### src/rtl/core/ptam_pkg.sv
// Shared types and constants of the peer table.
package ptam_pkg;
   localparam int MaxPeersDefault = 8;
   localparam int TimeoutMsDefault = 5000;
   localparam int MacW = 48;
   localparam int LevelW = 16;
   localparam int ZoneW = 8;
   localparam int TimeW = 32;
   localparam int CountW = 4;
   localparam int CsrIdxW = 2;
   localparam int CsrDataW = 8;

   typedef enum logic [1:0] {
      OP_REPORT = 2'd0,
      OP_TICK   = 2'd1,
      OP_QUERY  = 2'd2,
      OP_SPARE  = 2'd3
   } op_type;

   localparam logic [CsrIdxW-1:0] CSR_GROUP_ENABLED = 2'd0;
   localparam logic [CsrIdxW-1:0] CSR_COMBINE_MODE  = 2'd1;
   localparam logic [CsrIdxW-1:0] CSR_OWN_ZONES     = 2'd2;
   localparam logic [CsrIdxW-1:0] CSR_OWN_FOLLOWS   = 2'd3;

   // Phases broadcast to every cell.
   typedef enum logic [1:0] {
      PH_IDLE   = 2'd0,
      PH_SCAN   = 2'd1,
      PH_COMMIT = 2'd2,
      PH_AGE    = 2'd3
   } phase_type;

   // Token passed along the chain during a scan.
   typedef struct packed {
      logic             hit;
      logic             has_free;
      logic             has_old;
      logic [TimeW-1:0] old_time;
      logic [5:0]       slot;
   } scan_type;

   // Running aggregates passed along the chain.
   typedef struct packed {
      logic signed [LevelW-1:0] loud;
      logic signed [LevelW+5:0] sum;
      logic [6:0]               cnt;
      logic [ZoneW-1:0]         seen;
      logic [ZoneW-1:0]         twice;
   } agg_type;

   typedef struct packed {
      phase_type        phase;
      logic [MacW-1:0]  mac;
      logic [LevelW-1:0] level;
      logic [ZoneW-1:0] zones;
      logic             follows;
      logic [TimeW-1:0] now;
      logic [5:0]       slot;
   } bcast_type;
endpackage

### src/rtl/core/ptam_cell.sv
// One table entry with its scan and aggregate stages.
module ptam_cell
   import ptam_pkg::*;
#(
   parameter int Index = 0,
   parameter int TimeoutMs = TimeoutMsDefault
) (
   input  logic      clock,
   input  logic      reset,
   input  bcast_type bc,
   input  logic      step,
   input  scan_type  scan_i,
   output scan_type  scan_o,
   input  agg_type   agg_i,
   output agg_type   agg_o,
   output logic      valid_o
);
   logic              valid_ff, valid_in;
   logic [MacW-1:0]   mac_ff;
   logic signed [LevelW-1:0] level_ff;
   logic [ZoneW-1:0]  zones_ff;
   logic              follows_ff;
   logic [TimeW-1:0]  heard_ff;
   logic [TimeW-1:0]  age;
   scan_type          scan_ff, scan_in;
   agg_type           agg_ff, agg_in;

   assign age = bc.now - heard_ff;
   assign valid_o = valid_ff;
   assign scan_o = scan_ff;
   assign agg_o = agg_ff;

   always_comb begin
      scan_in = scan_i;
      if (!scan_i.hit) begin
         if (valid_ff) begin
            if (mac_ff == bc.mac) begin
               scan_in.hit = 1'b1;
               scan_in.slot = 6'(Index);
            end else if (!scan_i.has_free &&
                         (!scan_i.has_old || heard_ff < scan_i.old_time)) begin
               scan_in.has_old = 1'b1;
               scan_in.old_time = heard_ff;
               scan_in.slot = 6'(Index);
            end
         end else if (!scan_i.has_free) begin
            scan_in.has_free = 1'b1;
            scan_in.slot = 6'(Index);
         end
      end
      agg_in = agg_i;
      if (valid_ff) begin
         if (level_ff > agg_i.loud) agg_in.loud = level_ff;
         agg_in.sum = agg_i.sum + (LevelW+6)'(level_ff);
         agg_in.cnt = agg_i.cnt + 7'd1;
         if (follows_ff) begin
            agg_in.twice = agg_i.twice | (agg_i.seen & zones_ff);
            agg_in.seen = agg_i.seen | zones_ff;
         end
      end
      valid_in = valid_ff;
      if (step && bc.phase == PH_COMMIT && bc.slot == 6'(Index)) valid_in = 1'b1;
      if (step && bc.phase == PH_AGE && valid_ff && age >= TimeW'(TimeoutMs))
         valid_in = 1'b0;
   end

   always_ff @(posedge clock) begin
      if (reset) begin
         valid_ff <= 1'b0;
      end else begin
         valid_ff <= valid_in;
      end
      scan_ff <= scan_in;
      agg_ff <= agg_in;
      if (step && bc.phase == PH_COMMIT && bc.slot == 6'(Index)) begin
         mac_ff <= bc.mac;
         level_ff <= bc.level;
         zones_ff <= bc.zones;
         follows_ff <= bc.follows;
         heard_ff <= bc.now;
      end
   end
endmodule

### src/rtl/core/ptam_div.sv
// Restoring signed divider for the average level.
module ptam_div
   import ptam_pkg::*;
(
   input  logic                     clock,
   input  logic                     reset,
   input  logic                     start,
   input  logic signed [LevelW+5:0] num,
   input  logic [6:0]               den,
   output logic                     done,
   output logic signed [LevelW-1:0] quo
);
   localparam int NW = LevelW + 6;
   logic [NW-1:0] q_ff, q_in;
   logic [7:0]    r_ff, r_in;
   logic [6:0]    d_ff;
   logic          neg_ff, busy_ff;
   logic [4:0]    n_ff;
   logic [7:0]    trial;
   logic [NW-1:0] quo_full;

   always_comb begin
      trial = {r_ff[6:0], q_ff[NW-1]};
      q_in = {q_ff[NW-2:0], 1'b0};
      r_in = trial;
      if (trial >= {1'b0, d_ff}) begin
         r_in = trial - {1'b0, d_ff};
         q_in[0] = 1'b1;
      end
      quo_full = neg_ff ? -q_ff : q_ff;
   end
   assign quo = quo_full[LevelW-1:0];

   always_ff @(posedge clock) begin
      if (reset) begin
         busy_ff <= 1'b0;
         done <= 1'b0;
      end else begin
         done <= 1'b0;
         if (start) begin
            busy_ff <= 1'b1;
            n_ff <= 5'(NW);
            q_ff <= num[NW-1] ? -num : num;
            neg_ff <= num[NW-1];
            d_ff <= den;
            r_ff <= 8'd0;
         end else if (busy_ff) begin
            q_ff <= q_in;
            r_ff <= r_in;
            n_ff <= n_ff - 5'd1;
            if (n_ff == 5'd1) begin
               busy_ff <= 1'b0;
               done <= 1'b1;
            end
         end
      end
   end
endmodule

### src/rtl/core/peer_table_with_aging_and_level_merge_core.sv
// Top level of the peer table with aging and level merge.
// Each item walks a chain of MAX_PEERS entry cells that pass a scan token and running
// aggregates one cell per cycle: the scan finds the slot, the work step commits a report
// or ages the table on a tick, the gather collects the aggregates, and the result is
// formed, for averaging after a bit-serial divide. The next item is taken only after the
// result leaves and the block is back in idle; req_stall is high until then.
module peer_table_with_aging_and_level_merge_core
   import ptam_pkg::*;
#(
   parameter int MAX_PEERS = MaxPeersDefault,
   parameter int TIMEOUT_MS = TimeoutMsDefault
) (
   input  logic                     clock,
   input  logic                     reset,
   input  logic                     req_valid,
   output logic                     req_stall,
   input  logic [1:0]               req_op,
   input  logic [MacW-1:0]          req_peer_mac,
   input  logic signed [LevelW-1:0] req_report_level,
   input  logic [ZoneW-1:0]         req_report_zones,
   input  logic                     req_report_follows,
   input  logic signed [LevelW-1:0] req_own_level,
   output logic                     rsp_valid,
   input  logic                     rsp_stall,
   output logic signed [LevelW-1:0] rsp_group_level,
   output logic [CountW-1:0]        rsp_peer_count,
   output logic [ZoneW-1:0]         rsp_zone_coverage,
   output logic [ZoneW-1:0]         rsp_zone_overlap,
   output logic                     rsp_evicted,
   input  logic                     csr_write,
   input  logic [CsrIdxW-1:0]       csr_index,
   input  logic [CsrDataW-1:0]      csr_data
);
   typedef enum logic [2:0] {S_IDLE, S_SCAN, S_WORK, S_GATHER, S_DIV, S_OUT} state_type;
   state_type state_ff;
   logic group_enabled_ff, combine_mode_ff, own_follows_ff;
   logic [ZoneW-1:0] own_zones_ff;
   op_type op_ff;
   logic [MacW-1:0] mac_ff;
   logic [LevelW-1:0] rlevel_ff;
   logic [ZoneW-1:0] rzones_ff;
   logic rfollows_ff;
   logic signed [LevelW-1:0] own_ff;
   logic [TimeW-1:0] now_ff;
   logic [5:0] slot_ff;
   logic [5:0] wait_ff;
   logic evict_ff;
   agg_type agg_ff;
   logic div_start, div_done;
   logic signed [LevelW-1:0] div_quo;
   bcast_type bc;
   logic step;
   scan_type scan_c [MAX_PEERS+1];
   agg_type agg_c [MAX_PEERS+1];
   logic [MAX_PEERS-1:0] valid_v;

   assign step = state_ff == S_WORK;
   always_comb begin
      bc.phase = PH_IDLE;
      if (op_ff == OP_REPORT) bc.phase = PH_COMMIT;
      else if (op_ff == OP_TICK) bc.phase = PH_AGE;
      bc.mac = mac_ff;
      bc.level = rlevel_ff;
      bc.zones = rzones_ff;
      bc.follows = rfollows_ff;
      bc.now = now_ff;
      bc.slot = slot_ff;
   end
   assign scan_c[0] = '0;
   always_comb begin
      agg_c[0].loud = own_ff;
      agg_c[0].sum = (LevelW+6)'(own_ff);
      agg_c[0].cnt = 7'd1;
      agg_c[0].seen = own_follows_ff ? own_zones_ff : '0;
      agg_c[0].twice = '0;
   end

   for (genvar i = 0; i < MAX_PEERS; i++) begin : g_cell
      ptam_cell #(.Index(i), .TimeoutMs(TIMEOUT_MS)) u_cell (
         .clock(clock), .reset(reset), .bc(bc), .step(step),
         .scan_i(scan_c[i]), .scan_o(scan_c[i+1]),
         .agg_i(agg_c[i]), .agg_o(agg_c[i+1]), .valid_o(valid_v[i]));
   end

   assign div_start = state_ff == S_GATHER && wait_ff == '0 &&
                      group_enabled_ff && combine_mode_ff;
   ptam_div u_div (.clock(clock), .reset(reset), .start(div_start),
      .num(agg_c[MAX_PEERS].sum), .den(agg_c[MAX_PEERS].cnt), .done(div_done),
      .quo(div_quo));

   assign req_stall = state_ff != S_IDLE;

   always_ff @(posedge clock) begin
      if (reset) begin
         state_ff <= S_IDLE;
         rsp_valid <= 1'b0;
         now_ff <= '0;
         group_enabled_ff <= 1'b0;
         combine_mode_ff <= 1'b0;
         own_zones_ff <= '0;
         own_follows_ff <= 1'b0;
      end else begin
         if (csr_write) begin
            case (csr_index)
               CSR_GROUP_ENABLED: group_enabled_ff <= csr_data[0];
               CSR_COMBINE_MODE:  combine_mode_ff <= csr_data[0];
               CSR_OWN_ZONES:     own_zones_ff <= csr_data;
               CSR_OWN_FOLLOWS:   own_follows_ff <= csr_data[0];
               default: ;
            endcase
         end
         case (state_ff)
            S_IDLE: if (req_valid) begin
               op_ff <= op_type'(req_op);
               mac_ff <= req_peer_mac;
               rlevel_ff <= req_report_level;
               rzones_ff <= req_report_zones;
               rfollows_ff <= req_report_follows;
               own_ff <= req_own_level;
               if (req_op == OP_TICK) now_ff <= now_ff + 1'b1;
               wait_ff <= 6'(MAX_PEERS);
               state_ff <= S_SCAN;
            end
            S_SCAN: begin
               if (wait_ff != '0) begin
                  wait_ff <= wait_ff - 6'd1;
               end else begin
                  slot_ff <= scan_c[MAX_PEERS].slot;
                  evict_ff <= op_ff == OP_REPORT && !scan_c[MAX_PEERS].hit &&
                              !scan_c[MAX_PEERS].has_free;
                  state_ff <= S_WORK;
               end
            end
            S_WORK: begin
               wait_ff <= 6'(MAX_PEERS);
               state_ff <= S_GATHER;
            end
            S_GATHER: begin
               if (wait_ff != '0) begin
                  wait_ff <= wait_ff - 6'd1;
               end else begin
                  agg_ff <= agg_c[MAX_PEERS];
                  state_ff <= S_DIV;
               end
            end
            S_DIV: begin
               if (!(group_enabled_ff && combine_mode_ff) || div_done) begin
                  rsp_group_level <= !group_enabled_ff ? own_ff :
                                     combine_mode_ff ? div_quo : agg_ff.loud;
                  rsp_peer_count <= (agg_ff.cnt - 7'd1 > 7'd15) ? 4'd15 :
                                    4'(agg_ff.cnt - 7'd1);
                  rsp_zone_coverage <= agg_ff.seen;
                  rsp_zone_overlap <= agg_ff.twice;
                  rsp_evicted <= evict_ff;
                  rsp_valid <= 1'b1;
                  state_ff <= S_OUT;
               end
            end
            S_OUT: if (!rsp_stall) begin
               rsp_valid <= 1'b0;
               state_ff <= S_IDLE;
            end
            default: state_ff <= S_IDLE;
         endcase
      end
   end

   assert property (@(posedge clock) disable iff (reset)
      rsp_valid |-> state_ff == S_OUT) else $error("result outside output state");
   assert property (@(posedge clock) disable iff (reset)
      state_ff == S_SCAN && wait_ff == '0 |=> state_ff == S_WORK)
      else $error("scan did not advance");
   assert property (@(posedge clock) disable iff (reset)
      rsp_valid && rsp_evicted |-> op_ff == OP_REPORT) else $error("evict on non-report");
endmodule
### config.mk
export PLATFORM = sky130hd
export DESIGN_NAME = peer_table_with_aging_and_level_merge_core
export DESIGN_NICKNAME = d
export VERILOG_FILES = /design/src/rtl/core/ptam_pkg.sv /design/src/rtl/core/ptam_cell.sv /design/src/rtl/core/ptam_div.sv /design/src/rtl/core/peer_table_with_aging_and_level_merge_core.sv
export SDC_FILE = /design/constraint.sdc
export NUM_CORES = 2
export LEC_CHECK = 0
export BUFFER_PORTS_ARGS = -buffer_cell sky130_fd_sc_hd__buf_2
export CAP_MARGIN = 40
export CORE_MARGIN = 2
export CORE_UTILIZATION = 30
export CTS_CLUSTER_DIAMETER = 150
export CTS_CLUSTER_SIZE = 16
export DETAILED_ROUTE_END_ITERATION = 12
export PLACE_DENSITY_LB_ADDON = 0.25
export SLEW_MARGIN = 20
export SYNTH_ARGS = -nofsm -noshare
export SYNTH_HDL_FRONTEND = slang
export SYNTH_SLANG_ARGS = --single-unit
### constraint.sdc
create_clock -name clock -period 18.2 [get_ports clock]
set_input_delay 3.64 -clock clock [delete_from_list [all_inputs] [get_ports clock]]
set_output_delay 3.64 -clock clock [all_outputs]
set_load 0.05 [all_outputs]
==> impl_metrics.py <==
metrics = {
    "critical_path": {
        "r2r_cells": 16,
        "regToRegStartpoint": "now_ff[0]",
        "cp_data_required_time_ns": 18.96,
        "worst_path_largest_cell_delay_ns": 0.47,
        "crit_family": "simple AND/OR/NAND/NOR gates",
        "setup.worst_path.end_class": "flip-flop",
        "cp_cell_sequence": "buf_4 > buf_4 > buf_12 > nand3b_1 > nor4_1 > o311ai_0 > nor4_1 > o21ai_0 > a211oi_1 > o2111ai_1 > nand4b_1 > or4_1 > o21ai_0",
        "crit_type": "in2reg",
        "worst_setup_path_start_kind": "input port",
        "cp_num_cells": 13,
        "arrival_ns": 6.63,
        "cp_slowest_cell": "or4_1",
        "startpoint": "reset",
        "path_max_fanout": 37,
        "crit_buf_inv": 3,
    },
    "synthesis": {
        "synth_compound_area_frac": 0.127,
        "synthAdderAreaFrac": 0.107,
        "yosys.area.top_type_share": 0.340,
        "synthFlopType": "edfxtp_1",
        "ys_warn_count": 0,
        "synth_top_family_by_area": "compound AO/OA/AOI/OAI gates",
        "synth_nets": 9293,
        "synthMuxAreaShare": 0.0533,
        "synth_cells": 8394,
        "post_synth_xor_area_fraction": 0.0643,
        "yosys-top-cells-area": "edfxtp_1 (34%), dfxtp_1 (17%), ha_1 (10%), xnor2_1 (3.6%), inv_1 (3.1%)",
        "synth.largest_area_cell": "edfxtp_1",
        "synth_edf_count": 1059,
        "syn_area_per_cell_sq_um": 11.2,
        "ys_ff_latch": 1847,
        "ys_types": 103,
        "ys_seq_area_frac": 0.508,
        "netlist_area_sq_um": 93700,
        "async_flop_share": 0,
        "yosys.area_share.simple": 0.0999,
    },
    "layout": {
        "fin_area_sq_um": 104000,
        "drive_above_1_share": 0.0972,
        "finalNetCount": 9520,
        "layout_commonest_cell": "edfxtp_1",
        "fin_cells": 12900,
        "areaGrowthSynthToFinish_pct": 11.4,
        "final_cell_mix": "edfxtp_1 (1059), dfxtp_1 (783), inv_1 (778), ha_1 (776), a21oi_1 (411)",
    },
    "place": {
        "place_congestion": 0.840,
        "dp_slack_ns": 11.47,
        "port_buffers": 144,
        "dpl_cell_area_sq_um": 100000,
        "dp_hpwl_mm": 182,
        "placed_cells": 12600,
    },
    "timing": {
        "setup-violations-final": 0,
        "period_minus_slack_ns": 5.87,
        "tns_ns": 0,
        "relSlewSlack": 0.380,
        "fin_crit_sh": 0.323,
        "whs_ns": 0.393,
        "finalMaxSlewViolations": 0,
        "clock_skew_ns": 0.0771,
        "fmax_mhz": 170,
        "rsz0062_at_grt": "false",
        "hold_violations": 0,
        "fin_ws_ns": 12.33,
        "worst_slew_pin_slew_ns": 0.906,
    },
    "power": {
        "power.density_nw_per_um2": 73.4,
        "p_leak_uw": 0.0421,
        "vdd_drop_max_mv": 0.0829,
    },
    "cts": {
        "cts_tree": "done",
        "cts_setup_buffers": 0,
        "ctsResizeCount": 0,
        "htree_levels": 4,
        "hold_buffers": 0,
        "clock_sinks": 1847,
        "clock_path_buffers": 3,
        "cts_buffers": 133,
        "root_buffer": "clkbuf_16",
        "clkLatencyLatePin_ns": 0.83,
        "clk_pin_slew_ns": 0.08,
    },
    "outcome": {
        "status": "completed",
    },
    "global_route": {
        "grt_pass1_vias": 63100,
        "gr-total-overflow": 0,
        "antenna_found_initial": 19,
        "grt_pass1_wl_mm": 371,
        "grt_max_degree": 58,
        "track_usage": 0.150,
    },
    "drt": {
        "num_vias": 62600,
        "drtIter0Drc": 4422,
        "drc": 0,
        "routedWlPerCell_um": 18.8,
        "ant_nets": 0,
        "wirelength_mm": 242,
        "vias_per_cell": 4.87,
        "firstDrtPassIters": 6,
    },
    "floorplan": {
        "die-area_sq_um": 317000,
        "ios": 145,
        "rows": 205,
        "die_h_um": 563,
        "die_x_um": 563,
        "start_util": 0.301,
        "core-area_sq_um": 311000,
    },
    "job": {
        "drv_cap": 0,
    },
    "worst_hold_path": {
        "whs_path_depth": 1,
        "hp-start": "g_cell[5].u_cell.scan_o[1]",
        "hold_path_class": "reg2reg",
    },
}
layout make-up:
cell class / instances / area, sq um
Fill cell: 30900 / 207000
Clock buffer: 211 / 3620
Sequential cell: 1847 / 47600
Inverter: 778 / 2920
Antenna cell: 3 / 7.51
Tap cell: 4140 / 5180
Multi-Input combinational cell: 5547 / 42400
Clock inverter: 17 / 440
Timing Repair Buffer: 314 / 2150
final timing paths:
path | endpoint | slack (ns)
setup reg to reg | g_cell[0].u_cell.valid_o | 13.43
hold reg to reg | g_cell[6].u_cell.scan_o[1] | 0.39
hold / removal | g_cell[6].u_cell.scan_o[1] | 0.39
setup / recovery | g_cell[5].u_cell.valid_o | 12.33
Yosys cell counts, types with 68 or more instances:
library cell  number
nor3_1           145
clkbuf_1         190
inv_1            778
and3_1            68
xnor2_1          381
dfxtp_1          788
edfxtp_1        1059
a21oi_1          415
nand4_1          180
nand2_1          388
nand2b_1         108
nor2b_1           90
a31o_2            71
xor2_1           307
ha_1             776
mux2i_1          237
o21ai_0          353
nand3_1          112
a21o_1           340
mux2_2           233
nor4_1            96
nor2_1           393
per-stage QoR:
stage | power [uW] | util
2_1_floorplan | 4710 | -
3_3_place_gp | 4800 | 0.321
3_5_place_dp | 4810 | 0.322
4_1_cts | 7770 | 0.335
5_1_grt | 7950 | 0.335
6_report | 7660 | 0.335
metal layers:
metal,share of wire,track usage
met4,0.024,0.0381
met2,0.46,0.250
met5,0,0
met1,0.48,0.206
met3,0.035,0.0172
worst register-to-register path, cell delays in order (launching register included):
cell	delay, ns
dfxtp_1	0.35
buf_4	0.21
inv_1	0.45
ha_1	0.35
inv_1	0.08
fa_1	0.36
a211oi_1	0.58
o21ai_0	0.29
a31oi_1	0.28
a21oi_1	0.16
a21boi_1	0.50
or3_1	0.18
o21ai_0	0.09
nor4b_1	0.30
and4_1	0.30
nand4_1	0.11
o21ai_0	0.09
sequential cells by signal, indices dropped and copies added, names as in the netlist, 7 cells and up:
signal / count
own_ff: 16
g_cell.u_cell.mac_ff: 384
g_cell.u_cell.scan_o: 263
g_cell.u_cell.agg_o: 468
own_zones_ff: 8
rzones_ff: 8
rsp_zone_coverage: 8
mac_ff: 48
u_div.d_ff: 7
g_cell.u_cell.level_ff: 128
rsp_group_level: 16
now_ff: 32
g_cell.u_cell.heard_ff: 256
rsp_zone_overlap: 8
agg_ff: 39
rlevel_ff: 16
g_cell.u_cell.valid_o: 8
u_div.q_ff: 22
g_cell.u_cell.follows_ff: 8
u_div.r_ff: 7
g_cell.u_cell.zones_ff: 64
where the power goes:
| part | total [uW] | switching (uW) | leakage [uW] | internal, uW |
|---|---|---|---|---|
| registers | 4450 | 33.7 | 0.0160 | 4420 |
| logic | 257 | 150 | 0.0242 | 107 |
| clock network | 2950 | 1540 | 0.00190 | 1400 |
| total | 7660 | 1720 | 0.0421 | 5930 |
cell families (layout without fill, tap and decap cells):
logic type      Yosys count  after routing
simple gates           1816           1816
mux                     470            470
compound gates         1780           1780
fa+ha+maj               793            793
buf+inv                1000           1320
other cells               0              3
xor+xnor                688            688
flops                  1847           1847
No activity file was read; power rests on OpenSTA's default activity.
